## src/design/real_input_fft_core_assert.svh

```systemverilog
// Assertion macros for the real-input FFT files; rif_ctrl includes them.
`ifndef REAL_INPUT_FFT_CORE_ASSERT_SVH
`define REAL_INPUT_FFT_CORE_ASSERT_SVH
// Implication checked on every clock edge outside reset.
`define RIF_ASSERT_IMP(label, clk, rst_n, pre, post) \
    label: assert property (@(posedge clk) disable iff (!rst_n) (pre) |-> (post)) \
        else $error("assertion failed");
// Implication checked in the following cycle.
`define RIF_ASSERT_NEXT(label, clk, rst_n, pre, post) \
    label: assert property (@(posedge clk) disable iff (!rst_n) (pre) |=> (post)) \
        else $error("assertion failed");
`endif

```

## src/design/rif_pkg.sv

```systemverilog
// ----------------------------------------------------------------------------
// rif_pkg
// Types, constants and the twiddle table of the real-input FFT.
// ----------------------------------------------------------------------------
package rif_pkg;
    localparam int DW = 23;
    localparam int SW = 16;
    localparam logic signed [DW-1:0] SAT_HI = 23'sh3FFFFF;
    localparam logic signed [DW-1:0] SAT_LO = -23'sh400000;

    // Datapath operations.
    localparam logic [2:0] OP_NONE  = 3'd0;
    localparam logic [2:0] OP_LOAD  = 3'd1;
    localparam logic [2:0] OP_BFLY  = 3'd2;
    localparam logic [2:0] OP_SPLIT = 3'd3;
    localparam logic [2:0] OP_EMIT  = 3'd4;

    // Command from the controller to the datapath.
    typedef struct packed {
        logic [2:0] op;
        logic [5:0] addr_a;
        logic [5:0] addr_b;
        logic [5:0] phase;
        logic       lo_valid;
        logic       hi_valid;
        logic [5:0] bin;
        logic       last;
        logic       first;
    } t_cmd;

    // Quarter-wave sine, Q1.15 with 1.0 as 32768.
    function automatic logic signed [16:0] qsin(input logic [4:0] p);
        logic signed [16:0] v;
        unique case (p)
            5'd0: v = 17'sd0;      5'd1: v = 17'sd3212;   5'd2: v = 17'sd6393;
            5'd3: v = 17'sd9512;   5'd4: v = 17'sd12540;  5'd5: v = 17'sd15447;
            5'd6: v = 17'sd18205;  5'd7: v = 17'sd20788;  5'd8: v = 17'sd23170;
            5'd9: v = 17'sd25330;  5'd10: v = 17'sd27246; 5'd11: v = 17'sd28899;
            5'd12: v = 17'sd30274; 5'd13: v = 17'sd31357; 5'd14: v = 17'sd32138;
            5'd15: v = 17'sd32610; 5'd16: v = 17'sd32768;
            default: v = 17'sd0;
        endcase
        return v;
    endfunction

    // Full-wave sine at phase 2*pi*p/64.
    function automatic logic signed [16:0] sin64(input logic [5:0] p);
        logic signed [16:0] v;
        if (p <= 6'd16) v = qsin(p[4:0]);
        else if (p <= 6'd32) v = qsin(5'(6'd32 - p));
        else if (p <= 6'd48) v = -qsin(5'(p - 6'd32));
        else v = -qsin(5'(7'd64 - {1'b0, p}));
        return v;
    endfunction

    function automatic logic signed [16:0] cos64(input logic [5:0] p);
        return sin64(6'(p + 6'd16));
    endfunction

    // Saturate a 26-bit value into 23 bits.
    function automatic logic signed [DW-1:0] sat26(input logic signed [25:0] v);
        logic signed [DW-1:0] r;
        if (v > 26'(SAT_HI)) r = SAT_HI;
        else if (v < 26'(SAT_LO)) r = SAT_LO;
        else r = v[DW-1:0];
        return r;
    endfunction
endpackage

```

## src/design/rif_ctrl.sv

```systemverilog
// ----------------------------------------------------------------------------
// rif_ctrl
// Frame sequencer: collect, load, butterfly passes, split, emit, drain.
// ----------------------------------------------------------------------------
module rif_ctrl
    import rif_pkg::*;
#(
    parameter int N = 64
) (
    input  logic       i_clk,
    input  logic       i_rst_n,
    input  logic [5:0] i_frame_ord,
    input  logic       i_in_valid,
    output logic       o_in_ready,
    output logic       o_wr_sample,
    output logic [5:0] o_wr_addr,
    input  logic       i_out_valid,
    input  logic       i_out_ready,
    output t_cmd       o_cmd
);
    localparam int H  = N / 2;
    localparam int LB = $clog2(H);
    localparam logic [2:0] S_COLLECT = 3'd0;
    localparam logic [2:0] S_LOAD    = 3'd1;
    localparam logic [2:0] S_BFLY    = 3'd2;
    localparam logic [2:0] S_SPLIT   = 3'd3;
    localparam logic [2:0] S_EMIT    = 3'd4;
    localparam logic [2:0] S_DRAIN   = 3'd5;

    logic [2:0] r_state, n_state;
    logic [6:0] r_count, n_count;
    logic [6:0] r_len, n_len;
    logic [5:0] r_idx, n_idx;
    logic [2:0] r_stage, n_stage;
    logic [2:0] r_wait, n_wait;
    logic [6:0] len_cfg;
    logic [5:0] rev;
    logic [5:0] hl, ia, ib, kk, grp;
    logic       em_go;

    assign len_cfg = ({1'b0, i_frame_ord} + 7'd1 > 7'(N)) ? 7'(N) : {1'b0, i_frame_ord} + 7'd1;
    assign o_in_ready  = (r_state == S_COLLECT);
    assign o_wr_sample = i_in_valid && o_in_ready && (r_count < 7'd64);
    assign o_wr_addr   = r_count[5:0];

    // Bit reversal over log2(N/2) bits.
    always_comb begin
        rev = '0;
        for (int b = 0; b < LB; b++) rev[LB-1-b] = r_idx[b];
    end

    // Butterfly addressing for the current pass.
    always_comb begin
        hl  = 6'd1 << r_stage;
        kk  = r_idx & (hl - 6'd1);
        grp = (r_idx >> r_stage) << (r_stage + 3'd1);
        ia  = grp + kk;
        ib  = ia + hl;
    end

    // Emit waits until the output register is empty or being read out.
    assign em_go = !i_out_valid || i_out_ready;

    always_comb begin
        n_state = r_state; n_count = r_count; n_len = r_len;
        n_idx = r_idx; n_stage = r_stage; n_wait = r_wait;
        o_cmd = '0;
        unique case (r_state)
            S_COLLECT: begin
                if (i_in_valid) begin
                    n_count = r_count + 7'd1;
                    if (r_count + 7'd1 >= len_cfg) begin
                        n_count = '0; n_len = len_cfg; n_idx = '0; n_state = S_LOAD;
                    end
                end
            end
            S_LOAD: begin
                o_cmd.op = OP_LOAD;
                o_cmd.addr_a = 6'(2 * r_idx);
                o_cmd.addr_b = rev;
                o_cmd.lo_valid = 7'(2 * r_idx) < r_len;
                o_cmd.hi_valid = 7'(2 * r_idx + 1) < r_len;
                n_idx = r_idx + 6'd1;
                if (r_idx == 6'(H - 1)) begin
                    n_idx = '0; n_stage = '0; n_wait = '0; n_state = S_BFLY;
                end
            end
            S_BFLY: begin
                // Idle cycles between passes cover the pipeline depth.
                if (r_wait != 3'd0) begin
                    n_wait = r_wait - 3'd1;
                end else begin
                    o_cmd.op = OP_BFLY;
                    o_cmd.addr_a = ia; o_cmd.addr_b = ib;
                    o_cmd.phase = 6'(kk * (6'd32 >> r_stage));
                    n_idx = r_idx + 6'd1;
                    if (r_idx == 6'(H / 2 - 1)) begin
                        n_idx = '0; n_wait = 3'd3;
                        n_stage = r_stage + 3'd1;
                        if (r_stage == 3'(LB - 1)) begin
                            n_state = S_SPLIT;
                        end
                    end
                end
            end
            S_SPLIT: begin
                if (r_wait != 3'd0) begin
                    n_wait = r_wait - 3'd1;
                end else begin
                    o_cmd.op = OP_SPLIT;
                    o_cmd.first = (r_idx == 6'd0);
                    o_cmd.addr_a = r_idx;
                    o_cmd.addr_b = (r_idx == 6'd0) ? 6'd0 : 6'(H - r_idx);
                    o_cmd.bin = (r_idx == 6'd0) ? 6'(H) : 6'(N - r_idx);
                    o_cmd.phase = 6'(r_idx * (64 / N));
                    n_idx = r_idx + 6'd1;
                    if (r_idx == 6'(H - 1)) begin
                        n_idx = '0; n_wait = 3'd3; n_state = S_EMIT;
                    end
                end
            end
            S_EMIT: begin
                if (r_wait != 3'd0) begin
                    n_wait = r_wait - 3'd1;
                end else if (em_go) begin
                    o_cmd.op = OP_EMIT;
                    o_cmd.bin = r_idx;
                    o_cmd.last = (r_idx == 6'(N - 1));
                    n_idx = r_idx + 6'd1;
                    n_wait = 3'd1;
                    if (r_idx == 6'(N - 1)) begin
                        n_idx = '0; n_state = S_DRAIN;
                    end
                end
            end
            S_DRAIN: begin
                if (r_wait != 3'd0) n_wait = r_wait - 3'd1;
                else n_state = S_COLLECT;
            end
            default: n_state = S_COLLECT;
        endcase
    end

    always_ff @(posedge i_clk) begin
        if (!i_rst_n) begin
            r_state <= S_COLLECT; r_count <= '0; r_len <= '0;
            r_idx <= '0; r_stage <= '0; r_wait <= '0;
        end else begin
            r_state <= n_state; r_count <= n_count; r_len <= n_len;
            r_idx <= n_idx; r_stage <= n_stage; r_wait <= n_wait;
        end
    end

`include "real_input_fft_core_assert.svh"
    `RIF_ASSERT_IMP(a_ready_collect, i_clk, i_rst_n, o_in_ready, r_state == S_COLLECT)
    `RIF_ASSERT_IMP(a_no_cmd_collect, i_clk, i_rst_n, r_state == S_COLLECT, o_cmd.op == OP_NONE)
    `RIF_ASSERT_NEXT(a_emit_spacing, i_clk, i_rst_n, o_cmd.op == OP_EMIT, o_cmd.op != OP_EMIT)
endmodule
```

## config.mk

```make
export PLATFORM = sky130hd
export DESIGN_NAME = rif_ctrl
export DESIGN_NICKNAME = d
export VERILOG_FILES = /design/src/design/rif_pkg.sv /design/src/design/rif_ctrl.sv
export VERILOG_INCLUDE_DIRS = /design/src /design/src/design
export SDC_FILE = /design/constraint.sdc
export NUM_CORES = 1
export LEC_CHECK = 0
export ABC_CLOCK_PERIOD_IN_PS = 4500
export BUFFER_PORTS_ARGS = -buffer_cell sky130_fd_sc_hd__buf_2
export CAP_MARGIN = 20
export CORE_MARGIN = 10
export CORE_UTILIZATION = 54
export DETAILED_ROUTE_END_ITERATION = 6
export PLACE_DENSITY = 0.78
export SYNTH_ARGS = -nofsm -noshare
export SYNTH_HDL_FRONTEND = slang
export SYNTH_SLANG_ARGS = --single-unit
export TNS_END_PERCENT = 5
```

## constraint.sdc

```tcl
create_clock -name i_clk -period 4.5 [get_ports i_clk]
set_input_delay 0.45 -clock i_clk [delete_from_list [all_inputs] [get_ports i_clk]]
set_output_delay 0.45 -clock i_clk [all_outputs]
set_load 0.01 [all_outputs]
```

==> flow_summary.toml <==
[outcome]
status = "finished, final reports clean"

[sta]
max_freq_ghz = 0.229
fin_tns_setup_ns = 0
relSlewSlack = 0.450
tightest_slew_ns = 0.822
rsz0062_at_grt = "true"
finalCritPeriodShare = 0.971
setup_viol = 0
final_hold_viol_count = 0
whs_ns = 0.499
fin_crit_ns = 4.37
clock-skew-final_ns = 0.00540
slew_violations = 0
worst_slack_ns = 0.132

[clocking]
cts_max_path_buffers = 2
cts_hold_buf = 0
cts-root-buf = "clkbuf_8"
tritoncts = "done"
clk_latency_ns = 0.29
cts_buffers = 5
clk_pin_slew_ns = 0.06
cts_sinks = 29
h-tree-depth = 2

[floorplan]
initial_core_util = 0.553
rows = 30
ioPinCount = 50
dieHeight_um = 103
core_area_mm2 = 0.00676
die_area_mm2 = 0.0106
die_w_um = 103

[worst_setup_path]
cp.required_ns = 4.05
cp_cell_sequence = "buf_4 > ha_1 > ha_4 > and2_1 > fa_1 > ha_1 > ha_1 > ha_2 > fa_2 > xor2_1 > xnor2_1 > xnor2_1 > xnor2_1 > o21ai_1 > buf_2"
r2r_start = "r_count[0]"
critPathCapture = "o_cmd[15]"
r2r_cells = 12
rr_endpoint = "r_state[0]"
rrSetupSlack_ns = 1.42
start_kind = "flop"
critPathLaunch = "r_stage[0]"
crit_type = "flop to primary output"
crit_fanout = 9
max_stage_delay_ns = 0.48
cp-end-kind = "primary output"
worst_path_max_delay_cell = "fa_1"
crit_arrival_ns = 3.92

[yosys]
yosys.area.top_type_share = 0.155
synth_top_cell_by_area = "dfxtp_1"
synth_edf_count = 0
yosysWarnings = 0
syn_area_mm2 = 0.00373
postSynth.asyncResetShare = 0
synth_cell_types = 62
syn_avg_cell_area_um2 = 7.13
synth_cells = 524
synth_seq_cells = 29
ys_seq_area_frac = 0.155
synth-main-ff-cell = "dfxtp_1"
syn_nets = 584
synthTopCellsByArea = "dfxtp_1 (16%), ha_1 (14%), nand2_1 (7.0%)"

[detailed_routing]
drt_iter0_drc = 340
drc = 0
vias = 3923
routed_wl_um = 10800
postRouteAntennaNets = 0
via_per_inst = 6.07
wl_per_cell_um = 16.7
drtPass1Iterations = 7

[pwr]
p_leak_nw = 1.98
p_per_area_mw_per_mm2 = 203
power_uw = 865
ir_worst_vdd_v = 0.000228

[place]
place_ws_ns = 0.216
portBuffers = 49
hpwl_um = 8410
dp_cells = 635
gp_congestion = 0.929
placed_area_mm2 = 0.00404

[grt]
grt_pass1_wl_um = 17300
antenna_found_initial = 0
grt_pass1_vias = 3639
grt_usage = 0.201
overflow = 0
grt_max_degree = 23

[final_layout]
antennaDiodeCount = 0
area_growth_pct = 14.1
nNetsFinal = 625
final_common_cell = "nand2_1"
post-route-cell-area_mm2 = 0.00426
final_util = 0.630
drive_gt1_frac = 0.187
fill_cells = 604
final_cell_mix = "nand2_1 (70), buf_2 (50), nor2_1 (48)"
fin_cells = 646

[job]
cap_violations = 0

[worst_hold_path]
worstHoldPathType = "flop to flop"
[kinds of logic (layout without fill, tap and decap cells)]
kind of cell	count (synthesis)	after routing	synth area share
xor+xnor	27	27	0.0633
mux	10	10	0.0271
compound gates	132	132	0.230
simple gates	204	204	0.262
buf+inv	73	115	0.0838
fa+ha+maj	49	49	0.178
flops	29	29	0.155
[state kept, by name, indices dropped and copies added (netlist names)]
name     flops
r_len        7
r_stage      3
r_wait       3
r_count      7
r_state      3
r_idx        6
[area by class of cell]
class / count / area [um^2] / area share
inverter: 36 / 140 / 0.0329
sequential: 29 / 584 / 0.137
multi-input combinational: 422 / 2910 / 0.682
clock buffer: 7 / 86.3 / 0.0203
clock inverter: 1 / 30.0 / 0.00705
tap: 80 / 100 / 0.0235
timing repair buffer: 71 / 412 / 0.0967
[routing by layer]
metal  part of all wire  GRT usage  up-vias
li1                   -          -     1919
met1               0.46      0.269     1792
met2               0.44      0.312      188
met3              0.081     0.0429       24
met4              0.021     0.0695        0
met5                  0          0        -
[synthesized netlist by cell type (3+ instances only)]
| library cell | number |
|---|---|
| a211oi_1 | 4 |
| a21o_1 | 8 |
| a21oi_1 | 33 |
| a221o_1 | 3 |
| a22o_1 | 3 |
| a311oi_1 | 4 |
| and2_1 | 6 |
| and3_1 | 12 |
| buf_1 | 3 |
| buf_2 | 3 |
| buf_4 | 9 |
| clkbuf_1 | 21 |
| dfxtp_1 | 29 |
| fa_1 | 7 |
| ha_1 | 42 |
| inv_1 | 33 |
| mux2i_1 | 9 |
| nand2_1 | 70 |
| nand2b_1 | 11 |
| nand3_1 | 16 |
| nand3b_1 | 3 |
| nand4_1 | 5 |
| nor2_1 | 49 |
| nor2b_1 | 9 |
| nor3_1 | 6 |
| nor3b_1 | 4 |
| o211ai_1 | 7 |
| o21a_1 | 3 |
| o21ai_0 | 32 |
| o21bai_1 | 3 |
| o22ai_1 | 8 |
| or3_1 | 4 |
| xnor2_1 | 17 |
| xor2_1 | 10 |
[worst min-delay path by stage]
| stage | from | cells after the start | slack (ns) | end |
|---|---|---|---|---|
| CTS | r_len[6] | 2 | 0.50 | r_len[6] |
| finish | r_len[6] | 2 | 0.50 | r_len[6] |
| global route | r_wait[2] | 2 | 0.52 | r_wait[2] |
| floorplan | r_wait[2] | 2 | 0.45 | r_wait[2] |
| detailed placement | r_len[6] | 2 | 0.49 | r_len[6] |
| global placement | r_wait[2] | 2 | 0.47 | r_wait[2] |
[worst max-delay path, delay by kind of cell, from the launching register on]
family / cells / cell delay [ns]
AO/OA/AOI/OAI: 1 / 0.14
adder cells (fa/ha/maj): 7 / 2.07
XOR/XNOR: 4 / 0.63
flip-flops: 1 / 0.32
AND/OR/NAND/NOR: 1 / 0.15
buffers and inverters: 2 / 0.32
[repair_timing]
action,4_1_cts,5_1_grt
setup endpoints to repair,1,2
pin swaps,2,14
gates resized for setup,4,17
buffers inserted,1,2
[report_power, final]
group | internal [mW] | switching (mW)
registers | 0.271 | 0.0295
clock network | 0.180 | 0.106
logic | 0.0966 | 0.182
(Power assumes the default switching activity.)
